[config.mk]
export PLATFORM = sky130hd
export DESIGN_NAME = hip_handshake_fsm
export DESIGN_NICKNAME = d
export VERILOG_FILES = /design/src/sv/hhs_pkg.sv /design/src/sv/hhs_step.sv /design/src/sv/hip_handshake_fsm.sv
export SDC_FILE = /design/constraint.sdc
export NUM_CORES = 1
export LEC_CHECK = 0
export BUFFER_PORTS_ARGS = -buffer_cell sky130_fd_sc_hd__buf_2
export CORE_MARGIN = 2
export CORE_UTILIZATION = 30
export CTS_CLUSTER_DIAMETER = 200
export DETAILED_ROUTE_END_ITERATION = 12
export SYNTH_ARGS = -nofsm -noshare
export SYNTH_HDL_FRONTEND = slang
export SYNTH_SLANG_ARGS = --single-unit
export TNS_END_PERCENT = 100
[constraint.sdc]
create_clock -name clk -period 24.2 [get_ports clk]
set_input_delay 4.84 -clock clk [delete_from_list [all_inputs] [get_ports clk]]
set_output_delay 4.84 -clock clk [all_outputs]
set_load 0.02 [all_outputs]
[src/sv/hhs_pkg.sv]
// Shared types and codes for the HIP handshake state machine.
package hhs_pkg;

    localparam int unsigned CreditW      = 19;
    localparam int unsigned FactorW      = 11;
    localparam int unsigned FracW        = 10;
    localparam int unsigned BytesW       = 16;
    localparam int unsigned SpiW         = 32;
    localparam int unsigned CountW       = 32;
    localparam int unsigned LocW         = 4;
    localparam int unsigned CfgIdxW      = 2;
    localparam int unsigned CfgDataW     = 32;
    localparam int unsigned InDataW      = 56;
    localparam int unsigned OutDataW     = 96;

    localparam logic [CreditW-1:0] CREDIT_LIMIT_RST = CreditW'(500000);
    localparam logic [FactorW-1:0] AGING_FACTOR_RST = FactorW'(845);
    localparam logic [LocW-1:0]    MIN_UPD_LOCS     = LocW'(2);

    typedef enum logic [3:0] {
        MODE_SEND     = 4'd0,
        MODE_REGISTER = 4'd1,
        MODE_I1       = 4'd2,
        MODE_I2       = 4'd3,
        MODE_R1       = 4'd4,
        MODE_R2       = 4'd5,
        MODE_ESP      = 4'd6,
        MODE_UPDATE   = 4'd7,
        MODE_ADDR_CHG = 4'd8,
        MODE_AGING    = 4'd9
    } mode_t;

    typedef enum logic [3:0] {
        ACT_DROP    = 4'd0,
        ACT_I1      = 4'd1,
        ACT_R1      = 4'd2,
        ACT_I2      = 4'd3,
        ACT_R2      = 4'd4,
        ACT_UPD1    = 4'd5,
        ACT_UPD2    = 4'd6,
        ACT_UPD3    = 4'd7,
        ACT_DELIVER = 4'd8,
        ACT_ESP_OUT = 4'd9,
        ACT_NONE    = 4'd10
    } action_t;

    typedef enum logic [2:0] {
        ST_UNASSOC = 3'd0,
        ST_I1_SENT = 3'd1,
        ST_I2_SENT = 3'd2,
        ST_R2_SENT = 3'd3,
        ST_ESTAB   = 3'd4
    } assoc_t;

    typedef enum logic [CfgIdxW-1:0] {
        CFG_RVS          = 2'd0,
        CFG_LOCAL_SPI    = 2'd1,
        CFG_CREDIT_LIMIT = 2'd2,
        CFG_AGING        = 2'd3
    } cfg_idx_t;

    typedef struct packed {
        logic               is_rvs;
        logic [SpiW-1:0]    local_spi;
        logic [CreditW-1:0] credit_limit;
        logic [FactorW-1:0] aging_factor;
    } cfg_t;

    typedef struct packed {
        logic [3:0]        mode;
        logic [SpiW-1:0]   peer_spi;
        logic              came_via_rvs;
        logic [BytesW-1:0] payload_bytes;
        logic [LocW-1:0]   locator_count;
    } item_t;

    typedef struct packed {
        assoc_t             assoc;
        logic [SpiW-1:0]    partner_index;
        logic               via_rvs;
        logic               registering;
        logic               updating;
        logic               addr_validated;
        logic [CountW-1:0]  validated_updates;
        logic [CreditW-1:0] byte_credit;
        logic               trigger_pending;
    } assoc_state_t;

    typedef struct packed {
        action_t            action;
        assoc_t             state_after;
        logic [SpiW-1:0]    partner_spi;
        logic               via_rvs;
        logic               registration;
        logic               release_trigger;
        logic [CreditW-1:0] credit_now;
        logic [CountW-1:0]  update_count;
    } result_t;

endpackage

[src/sv/hhs_step.sv]
// Next-state and result logic for one event of the HIP handshake.
module hhs_step (
    input  hhs_pkg::cfg_t         cfg,
    input  hhs_pkg::assoc_state_t cur,
    input  hhs_pkg::item_t        item,
    output hhs_pkg::assoc_state_t nxt,
    output hhs_pkg::result_t      res
);
    import hhs_pkg::*;

    logic [CreditW:0]                credit_sum;
    logic [CreditW+FactorW-1:0]      aged_prod;
    logic [CreditW+FactorW-FracW-1:0] aged;
    logic                            reg_now;

    assign credit_sum = {1'b0, cur.byte_credit} + (CreditW+1)'(item.payload_bytes);
    assign aged_prod  = (CreditW+FactorW)'(cur.byte_credit)
                      * (CreditW+FactorW)'(cfg.aging_factor);
    assign aged       = aged_prod[CreditW+FactorW-1:FracW];
    assign reg_now    = cur.registering | cfg.is_rvs;

    always_comb
    begin
        nxt                 = cur;
        res.action          = ACT_DROP;
        res.via_rvs         = 1'b0;
        res.registration    = 1'b0;
        res.release_trigger = 1'b0;

        case (item.mode)
            MODE_SEND, MODE_REGISTER:
            begin
                if (cur.assoc == ST_UNASSOC)
                begin
                    if (item.mode == MODE_REGISTER)
                    begin
                        nxt.registering = 1'b1;
                    end
                    else
                    begin
                        nxt.registering     = 1'b0;
                        nxt.trigger_pending = 1'b1;
                    end
                    nxt.assoc  = ST_I1_SENT;
                    res.action = ACT_I1;
                end
                else if (cur.assoc == ST_ESTAB)
                begin
                    res.action = ACT_ESP_OUT;
                end
            end
            MODE_I1:
            begin
                if (cur.assoc == ST_UNASSOC)
                begin
                    nxt.partner_index = item.peer_spi;
                    nxt.via_rvs       = cur.via_rvs | item.came_via_rvs;
                    res.action        = ACT_R1;
                    res.via_rvs       = cur.via_rvs | item.came_via_rvs;
                    res.registration  = reg_now;
                end
            end
            MODE_I2:
            begin
                if (cur.assoc == ST_UNASSOC)
                begin
                    res.action       = ACT_R2;
                    res.registration = reg_now;
                    nxt.assoc        = cfg.is_rvs ? ST_ESTAB : ST_R2_SENT;
                end
            end
            MODE_R1:
            begin
                if (cur.assoc == ST_I1_SENT)
                begin
                    nxt.via_rvs       = cur.via_rvs | item.came_via_rvs;
                    nxt.partner_index = item.peer_spi;
                    res.action        = ACT_I2;
                    res.registration  = reg_now;
                    nxt.assoc         = ST_I2_SENT;
                end
            end
            MODE_R2:
            begin
                if (cur.assoc == ST_I2_SENT)
                begin
                    nxt.assoc  = ST_ESTAB;
                    res.action = ACT_NONE;
                    if (cur.trigger_pending)
                    begin
                        res.release_trigger = 1'b1;
                        res.via_rvs         = cur.via_rvs;
                        nxt.trigger_pending = 1'b0;
                    end
                end
            end
            MODE_ESP:
            begin
                if (cur.assoc == ST_R2_SENT)
                begin
                    nxt.assoc = ST_ESTAB;
                    // credit grows only while below the ceiling, then saturates
                    if (cur.byte_credit < cfg.credit_limit)
                    begin
                        if (credit_sum > (CreditW+1)'(cfg.credit_limit))
                        begin
                            nxt.byte_credit = cfg.credit_limit;
                        end
                        else
                        begin
                            nxt.byte_credit = credit_sum[CreditW-1:0];
                        end
                    end
                    res.action = ACT_DELIVER;
                end
                else if (cur.assoc == ST_ESTAB)
                begin
                    res.action = ACT_DELIVER;
                end
            end
            MODE_UPDATE:
            begin
                if (cur.assoc == ST_ESTAB)
                begin
                    if (cur.updating)
                    begin
                        nxt.updating = 1'b0;
                        res.action   = ACT_UPD3;
                    end
                    else if (!cur.addr_validated)
                    begin
                        nxt.addr_validated    = 1'b1;
                        nxt.validated_updates = cur.validated_updates + CountW'(1);
                        res.action            = ACT_NONE;
                    end
                    else if (item.locator_count > MIN_UPD_LOCS)
                    begin
                        nxt.addr_validated = 1'b0;
                        res.action         = ACT_UPD2;
                    end
                end
            end
            MODE_ADDR_CHG:
            begin
                res.action = ACT_NONE;
                if (cur.assoc == ST_ESTAB)
                begin
                    nxt.updating = 1'b1;
                    res.action   = ACT_UPD1;
                end
            end
            MODE_AGING:
            begin
                res.action = ACT_NONE;
                if (aged > (CreditW+FactorW-FracW)'(cfg.credit_limit))
                begin
                    nxt.byte_credit = cfg.credit_limit;
                end
                else
                begin
                    nxt.byte_credit = aged[CreditW-1:0];
                end
            end
            default:
            begin
                res.action = ACT_NONE;
            end
        endcase

        res.state_after  = nxt.assoc;
        res.partner_spi  = nxt.partner_index;
        res.credit_now   = nxt.byte_credit;
        res.update_count = nxt.validated_updates;
    end

endmodule

[src/sv/hip_handshake_fsm.sv]
// Top level of the HIP base-exchange and update state machine.
//
//  channel  | handshake                 | payload
//  ---------+---------------------------+------------------------------------------
//  input    | s_tvalid / s_tready       | s_tuser = mode, s_tdata = event fields
//  output   | m_tvalid / m_tready       | m_tuser = action, m_tdata = result fields
//  config   | cfg_valid / cfg_ready     | cfg_index, cfg_data (cfg_ready always high)
//
// One word per cycle while m_tready is high. A word waits in the input
// register; the step logic (state update plus one 19x11 credit multiply) then
// writes the association state and the result register at the same edge, so
// the next word always sees the state left by the one before it. Reset clears
// the handshake valids, the association state and the configuration to their
// defaults. When the output stalls, the input register holds one more word
// and then s_tready drops.
module hip_handshake_fsm (
    input  logic                         clk,
    input  logic                         rst_n,
    // input events
    input  logic                         s_tvalid,
    output logic                         s_tready,
    input  logic [3:0]                   s_tuser,  // [3:0] mode
    // [31:0] peer_spi, [32] came_via_rendezvous, [48:33] payload_bytes,
    // [52:49] locator_count, [55:53] zero
    input  logic [hhs_pkg::InDataW-1:0]  s_tdata,
    // results
    output logic                         m_tvalid,
    input  logic                         m_tready,
    output logic [3:0]                   m_tuser,  // [3:0] action
    // [2:0] state_after, [34:3] partner_spi_out, [35] via_rendezvous_out,
    // [36] registration_flag, [37] release_trigger, [56:38] credit_now,
    // [88:57] update_count, [95:89] zero
    output logic [hhs_pkg::OutDataW-1:0] m_tdata,
    // configuration writes
    input  logic                         cfg_valid,
    output logic                         cfg_ready,
    input  logic [hhs_pkg::CfgIdxW-1:0]  cfg_index,
    input  logic [hhs_pkg::CfgDataW-1:0] cfg_data
);
    import hhs_pkg::*;

    cfg_t         cfg_reg;
    assoc_state_t state_reg;
    assoc_state_t state_next;
    item_t        item_reg;
    item_t        item_in;
    result_t      res_reg;
    result_t      res_next;
    logic         in_valid_reg;
    logic         out_valid_reg;
    logic         advance;
    logic         in_take;

    // unpack the input word
    assign item_in.mode          = s_tuser;
    assign item_in.peer_spi      = s_tdata[31:0];
    assign item_in.came_via_rvs  = s_tdata[32];
    assign item_in.payload_bytes = s_tdata[48:33];
    assign item_in.locator_count = s_tdata[52:49];

    // advance a word into the result register whenever that slot is free or drained
    assign advance   = in_valid_reg && (!out_valid_reg || m_tready);
    assign s_tready  = !in_valid_reg || advance;
    assign in_take   = s_tvalid && s_tready;
    assign cfg_ready = 1'b1;

    hhs_step u_step (
        .cfg  (cfg_reg),
        .cur  (state_reg),
        .item (item_reg),
        .nxt  (state_next),
        .res  (res_next)
    );

    // control state, configuration and association state
    always_ff @(posedge clk or negedge rst_n)
    begin
        if (!rst_n)
        begin
            in_valid_reg                <= 1'b0;
            out_valid_reg               <= 1'b0;
            cfg_reg.is_rvs              <= 1'b0;
            cfg_reg.local_spi           <= '0;
            cfg_reg.credit_limit        <= CREDIT_LIMIT_RST;
            cfg_reg.aging_factor        <= AGING_FACTOR_RST;
            state_reg.assoc             <= ST_UNASSOC;
            state_reg.partner_index     <= '1;
            state_reg.via_rvs           <= 1'b0;
            state_reg.registering       <= 1'b0;
            state_reg.updating          <= 1'b0;
            state_reg.addr_validated    <= 1'b1;
            state_reg.validated_updates <= '0;
            state_reg.byte_credit       <= '0;
            state_reg.trigger_pending   <= 1'b0;
        end
        else
        begin
            if (in_take)
            begin
                in_valid_reg <= 1'b1;
            end
            else if (advance)
            begin
                in_valid_reg <= 1'b0;
            end

            if (advance)
            begin
                out_valid_reg <= 1'b1;
                state_reg     <= state_next;
            end
            else if (m_tready)
            begin
                out_valid_reg <= 1'b0;
            end

            if (cfg_valid)
            begin
                case (cfg_idx_t'(cfg_index))
                    CFG_RVS:          cfg_reg.is_rvs       <= cfg_data[0];
                    CFG_LOCAL_SPI:    cfg_reg.local_spi    <= cfg_data[SpiW-1:0];
                    CFG_CREDIT_LIMIT: cfg_reg.credit_limit <= cfg_data[CreditW-1:0];
                    CFG_AGING:        cfg_reg.aging_factor <= cfg_data[FactorW-1:0];
                    default:          cfg_reg.is_rvs       <= cfg_reg.is_rvs;
                endcase
            end
        end
    end

    // payload registers
    always_ff @(posedge clk)
    begin
        if (in_take)
        begin
            item_reg <= item_in;
        end
        if (advance)
        begin
            res_reg <= res_next;
        end
    end

    // pack the result word
    assign m_tvalid = out_valid_reg;
    assign m_tuser  = res_reg.action;
    assign m_tdata  = {7'd0,
                       res_reg.update_count,
                       res_reg.credit_now,
                       res_reg.release_trigger,
                       res_reg.registration,
                       res_reg.via_rvs,
                       res_reg.partner_spi,
                       res_reg.state_after};

endmodule

* Word level (Yosys, flattened, before mapping)
Cells that the tools add are included.
** Storage, ports and cells
- Output and inout port bits :: 103
- Register bits after elaboration :: 274
- Logic and storage cells :: 136
- Input port bits :: 99
** Cells by class
- Magnitude comparators :: 4
- Mux-type cells :: 53
- Equality and inequality tests :: 22
- Add/sub/neg operators :: 2
- Reduce and logical (&&, ||, !) cells :: 24
- Multiply operators :: 1
- Bitwise logic cells :: 3
** Operator list (count)
- $mux 19 :: 4
- $mux 33 :: 2
- $pmux 33 s2 :: 1
- $mux 32 :: 2
- $gt 20x19->1 :: 2
- $pmux 19 s2 :: 1
- $mux 36 :: 1
- $mux 4 :: 9
- $mux 34 :: 1
- $add 32x1->32 const B :: 1
- $pmux 4 s8 :: 1
- $mul 19x11->30 :: 1
- $mux 3 :: 7
- $add 19x16->20 :: 1
- $lt 19x19->1 :: 1
- $eq 4x3->1 const B :: 4
- $mux 1 :: 16
- $pmux 3 s5 :: 1
- $ne 2x1->1 const B :: 6
- $reduce_and 4->1 :: 3
- $reduce_bool 2->1 :: 5
- $eq 4x2->1 const B :: 2
- $eq 4x4->1 const B :: 2
- $reduce_and 2->1 :: 4
- 21 further kinds :: 31

* Longest topological paths before layout
- Depth after elaboration :: 6
- Depth in mapped cells :: 34
- Depth with buffers taken out :: 29

* Hierarchy
A second synthesis with hierarchy kept.
** Second synthesis, totals
- Cell total of the unflattened synthesis :: 1904
- Area, all modules :: 22126.2 µm²
** By module, submodules not included
- hhs_step :: cells an instance 1407, times used 1, area an instance 11207.0 µm², sequential area each 0.0 µm²
- hip_handshake_fsm :: cells an instance 497, times used 1, area an instance 10919.2 µm², sequential area each 8465.6 µm²

* Worst setup path after synthesis
Ideal clock, no wire load.
- Path kind :: input port to output port
- Start point :: in m_tready
- End point :: out s_tready
- Stages :: 1
- Required time :: 19.360 ns
- Buffers on the path :: 0
- Arrival time :: 5.118 ns
- Setup slack :: 14.242 ns
- Path through :: nand3b_1
** On the way
- Cells in the longest elaborated chain, start to end :: 3
** RTL lines
- start, declared :: line hip_handshake_fsm.sv:28 : input logic m_tready,
- $logic_or 1x1->1 :: line hip_handshake_fsm.sv:62 : assign advance = in_valid_reg && (!out_valid_reg || m_tready);
- $logic_and 1x1->1 :: line hip_handshake_fsm.sv:62
- $logic_or 1x1->1 :: line hip_handshake_fsm.sv:63 : assign s_tready = !in_valid_reg || advance;
- end, declared :: line hip_handshake_fsm.sv:21 : output logic s_tready,
No other way between the ends.

* Worst setup path in the final report
Ends and elaborated chain as after synthesis.

==> results.md <==
* Status: complete, no violations
* Worst Hold Depth at 1
* Top_reg_cell synth: edfxtp_1
* Post-synthesis cell area at around 20000 um2
* Post-synth ARST share at 0.453
* Critical path class: in -> out
* Wire per inst at 18.3 um
* Slew Limit Headroom at 0.235
* Hold Startpoint: state_reg[55]
* # nets final at roughly 2.5k
* Via-to-Cell Ratio at 5.00
* Num CTS Buffers at 31
* Share of cells above drive strength 1 at 0.165
* Syn-to-layout area delta at 13.5%
* Ys Warns at 0
* Post-cts repair resize count at 0
* Die width at 264 um
* Clock root cell: clkbuf_16
* CP Data Required Time at approximately 19 ns
* Core Area at roughly 67000 um2
* Hold Buf Count CTS at 0
* Endpoint, Worst Hold: state_reg[55]
* Clock H-tree levels at 1
* Setup Viol. Count Final at 0
* Hold violation count in the final report at 0
* Initial Utilization at 0.302
* Critical Path Fanout Max at 3
* CTS tree: done
* Slowest cell on the critical path: nand3b_1
* Reg-to-Reg Start: state_reg[6]
* Cell family with most CP delay: buffers and inverters
* Post-synthesis sequential area ratio at 0.378
* Hold WC Path Type: reg -> reg
* Core Rows at 95
* Synthesized area per cell at between 10 and 15 um2
* Least-Margin Pin Slew at ~1.1 ns
* Routed wire length at ~55000 um
* Worst R2R Path Depth at 25
* Max reg flops at 91
* Remaining DRCs at 0
* Max Clock Freq at about 99 MHz
* Reg-to-reg slack, setup at roughly 15 ns
* Worst path arrival time at between 5 and 6 ns
* Cells after Synth at 1994
* I/O pin total at 202
* Critical path endpoint category: output pin
* Max-slew violations at 0
* Detail Route Antenna Nets at 0
* CP peak stage delay at between 0.15 and 0.2 ns
* CP Launch Type: input port
* Die Height at around 260 um
* Clock sinks at ~270
* Via count at between 15k and 20k
* Die area at 69700 um2
* Global route overflow at 0
* Worst skew pair latency at a little over 0.6 ns
* First-pass GRT wire length at 88200 um
* Tcrit/Tclk final at 0.419
* CTS Buffer Depth at 3
* EDFF count, synth at 150
* Gr usage total at 0.160
* Unrepaired setup endpoints after global routing: false
* Clock transition at the registers of the reported paths at about 0.060 ns
* FF+latch count, synth at roughly 270
* Post-layout min period at slightly above 10 ns
* Vias in the first global route at roughly 16k
* Most Frequent Cell on Critical Path: buf_2
* Bufs and invs on worst path at 2
* DR pass1 iterations at 7
* Max Cap Violations at 0
* Synth cell types at just under 80
* DP HPWL at ~40000 um
* GP Congestion at between 0.8 and 0.9
* Setup Skew at ~0.034 ns
* Initial antenna violation count at 11
* Setup TNS Final at 0 ns
* Largest net degree at the start of global routing at 83
* Starting DRT DRC Count at 1042
* Port buffer count at 177
* Reg-to-reg endpoint: m_tdata[46]
* Post-CTS Setup Inserts at 0
* CP cell instances: buf_2 > nand3b_1 > buf_2
==> final cells by class <==
type	count	area, um2
Multi-Input combinational cell	1416	11400
Antenna cell	6	15.0
Inverter	204	768
Fill cell	6751	44000
Tap cell	873	1090
Clock buffer	37	818
Clock inverter	20	219
Sequential cell	274	7660
Timing Repair Buffer	191	997
==> through the flow <==
step           utilization  cell area, um2  setup WS, ns  hold WS (ns)  instances
5_1_grt              0.343           23000         14.01         0.492       3019
2_1_floorplan            -           20300         14.24         0.422       2000
3_5_place_dp         0.327           22000         14.06         0.448       2958
4_1_cts              0.343           23000         14.06         0.461       3015
6_report             0.343           23000         14.06         0.456       3021
3_3_place_gp         0.327           22000         14.09         0.433       2958
==> Yosys cell counts (8+ instances only) <==
library cell	count	share of area
and3_1	10	0.0031
nand2_1	309	0.057
a221o_1	16	0.0079
a211oi_1	16	0.0059
a31oi_1	9	0.0028
dfrtp_1	78	0.096
a21o_1	21	0.0078
mux2i_1	26	0.013
o211ai_1	11	0.0041
nor3_1	21	0.0052
inv_1	203	0.038
a21oi_1	73	0.018
edfxtp_1	150	0.22
o21a_1	13	0.0048
xor2_1	36	0.016
nand3_1	33	0.0081
dfstp_2	46	0.060
xnor2_1	63	0.027
fa_1	152	0.15
nor2_1	83	0.015
nand2b_1	9	0.0028
nand4_1	21	0.0065
clkbuf_1	92	0.017
mux2_2	36	0.020
o21ai_0	108	0.027
buf_4	8	0.0030
and2_1	88	0.027
ha_1	138	0.085
==> placed cells by master, fill, tap and decap left out, types with 5 or more instances in the layout <==
| cell | n |
|---|---|
| a211o_1 | 7 |
| mux2_2 | 36 |
| xnor2_1 | 63 |
| o21ai_0 | 107 |
| diode_2 | 6 |
| a221o_1 | 16 |
| and2_1 | 87 |
| a211oi_1 | 16 |
| o22ai_1 | 5 |
| and3_1 | 10 |
| ha_1 | 138 |
| fa_1 | 152 |
| edfxtp_1 | 150 |
| a31oi_1 | 9 |
| nor2_1 | 83 |
| buf_4 | 14 |
| nand3_1 | 33 |
| buf_2 | 176 |
| nor3_1 | 20 |
| clkbuf_16 | 31 |
| inv_1 | 203 |
| nand2b_1 | 9 |
| o31ai_1 | 6 |
| dfrtp_1 | 78 |
| a21oi_1 | 73 |
| nor2b_1 | 7 |
| o21a_1 | 13 |
| nand4_1 | 21 |
| conb_1 | 8 |
| mux2i_1 | 26 |
| a21o_1 | 21 |
| nand2_1 | 309 |
| or2_2 | 7 |
| o21bai_1 | 6 |
| xor2_1 | 36 |
| dfstp_2 | 46 |
| o211ai_1 | 11 |
| clkinv_2 | 7 |
==> worst max-delay path by stage <==
stage	start	to	cells past startpoint
6_report	m_tready	s_tready	3
5_1_grt	m_tready	s_tready	3
4_1_cts	m_tready	s_tready	3
3_5_place_dp	m_tready	s_tready	3
3_3_place_gp	m_tready	s_tready	3
2_1_floorplan	m_tready	s_tready	1
==> layer usage <==
| metal | vias up | track usage | share of wire |
|---|---|---|---|
| li1 | 6990 | - | - |
| met1 | 7491 | 0.211 | 0.44 |
| met2 | 473 | 0.260 | 0.47 |
| met3 | 128 | 0.0254 | 0.054 |
| met4 | 8 | 0.0699 | 0.042 |
| met5 | - | 0 | 0.00083 |
==> logic make-up after synthesis <==
group | after synthesis | share of synthesized area
adder cells (fa/ha/maj) | 290 | 0.235
AO/OA/AOI/OAI | 338 | 0.109
multiplexers | 62 | 0.0328
buffers and inverters | 310 | 0.0605
AND/OR/NAND/NOR | 619 | 0.142
other | 2 | 0.000370
flip-flops | 274 | 0.378
XOR/XNOR | 99 | 0.0428
Power is not shown: default switching activity piles up to over one toggle a cycle in this logic, so the estimate is an artifact.
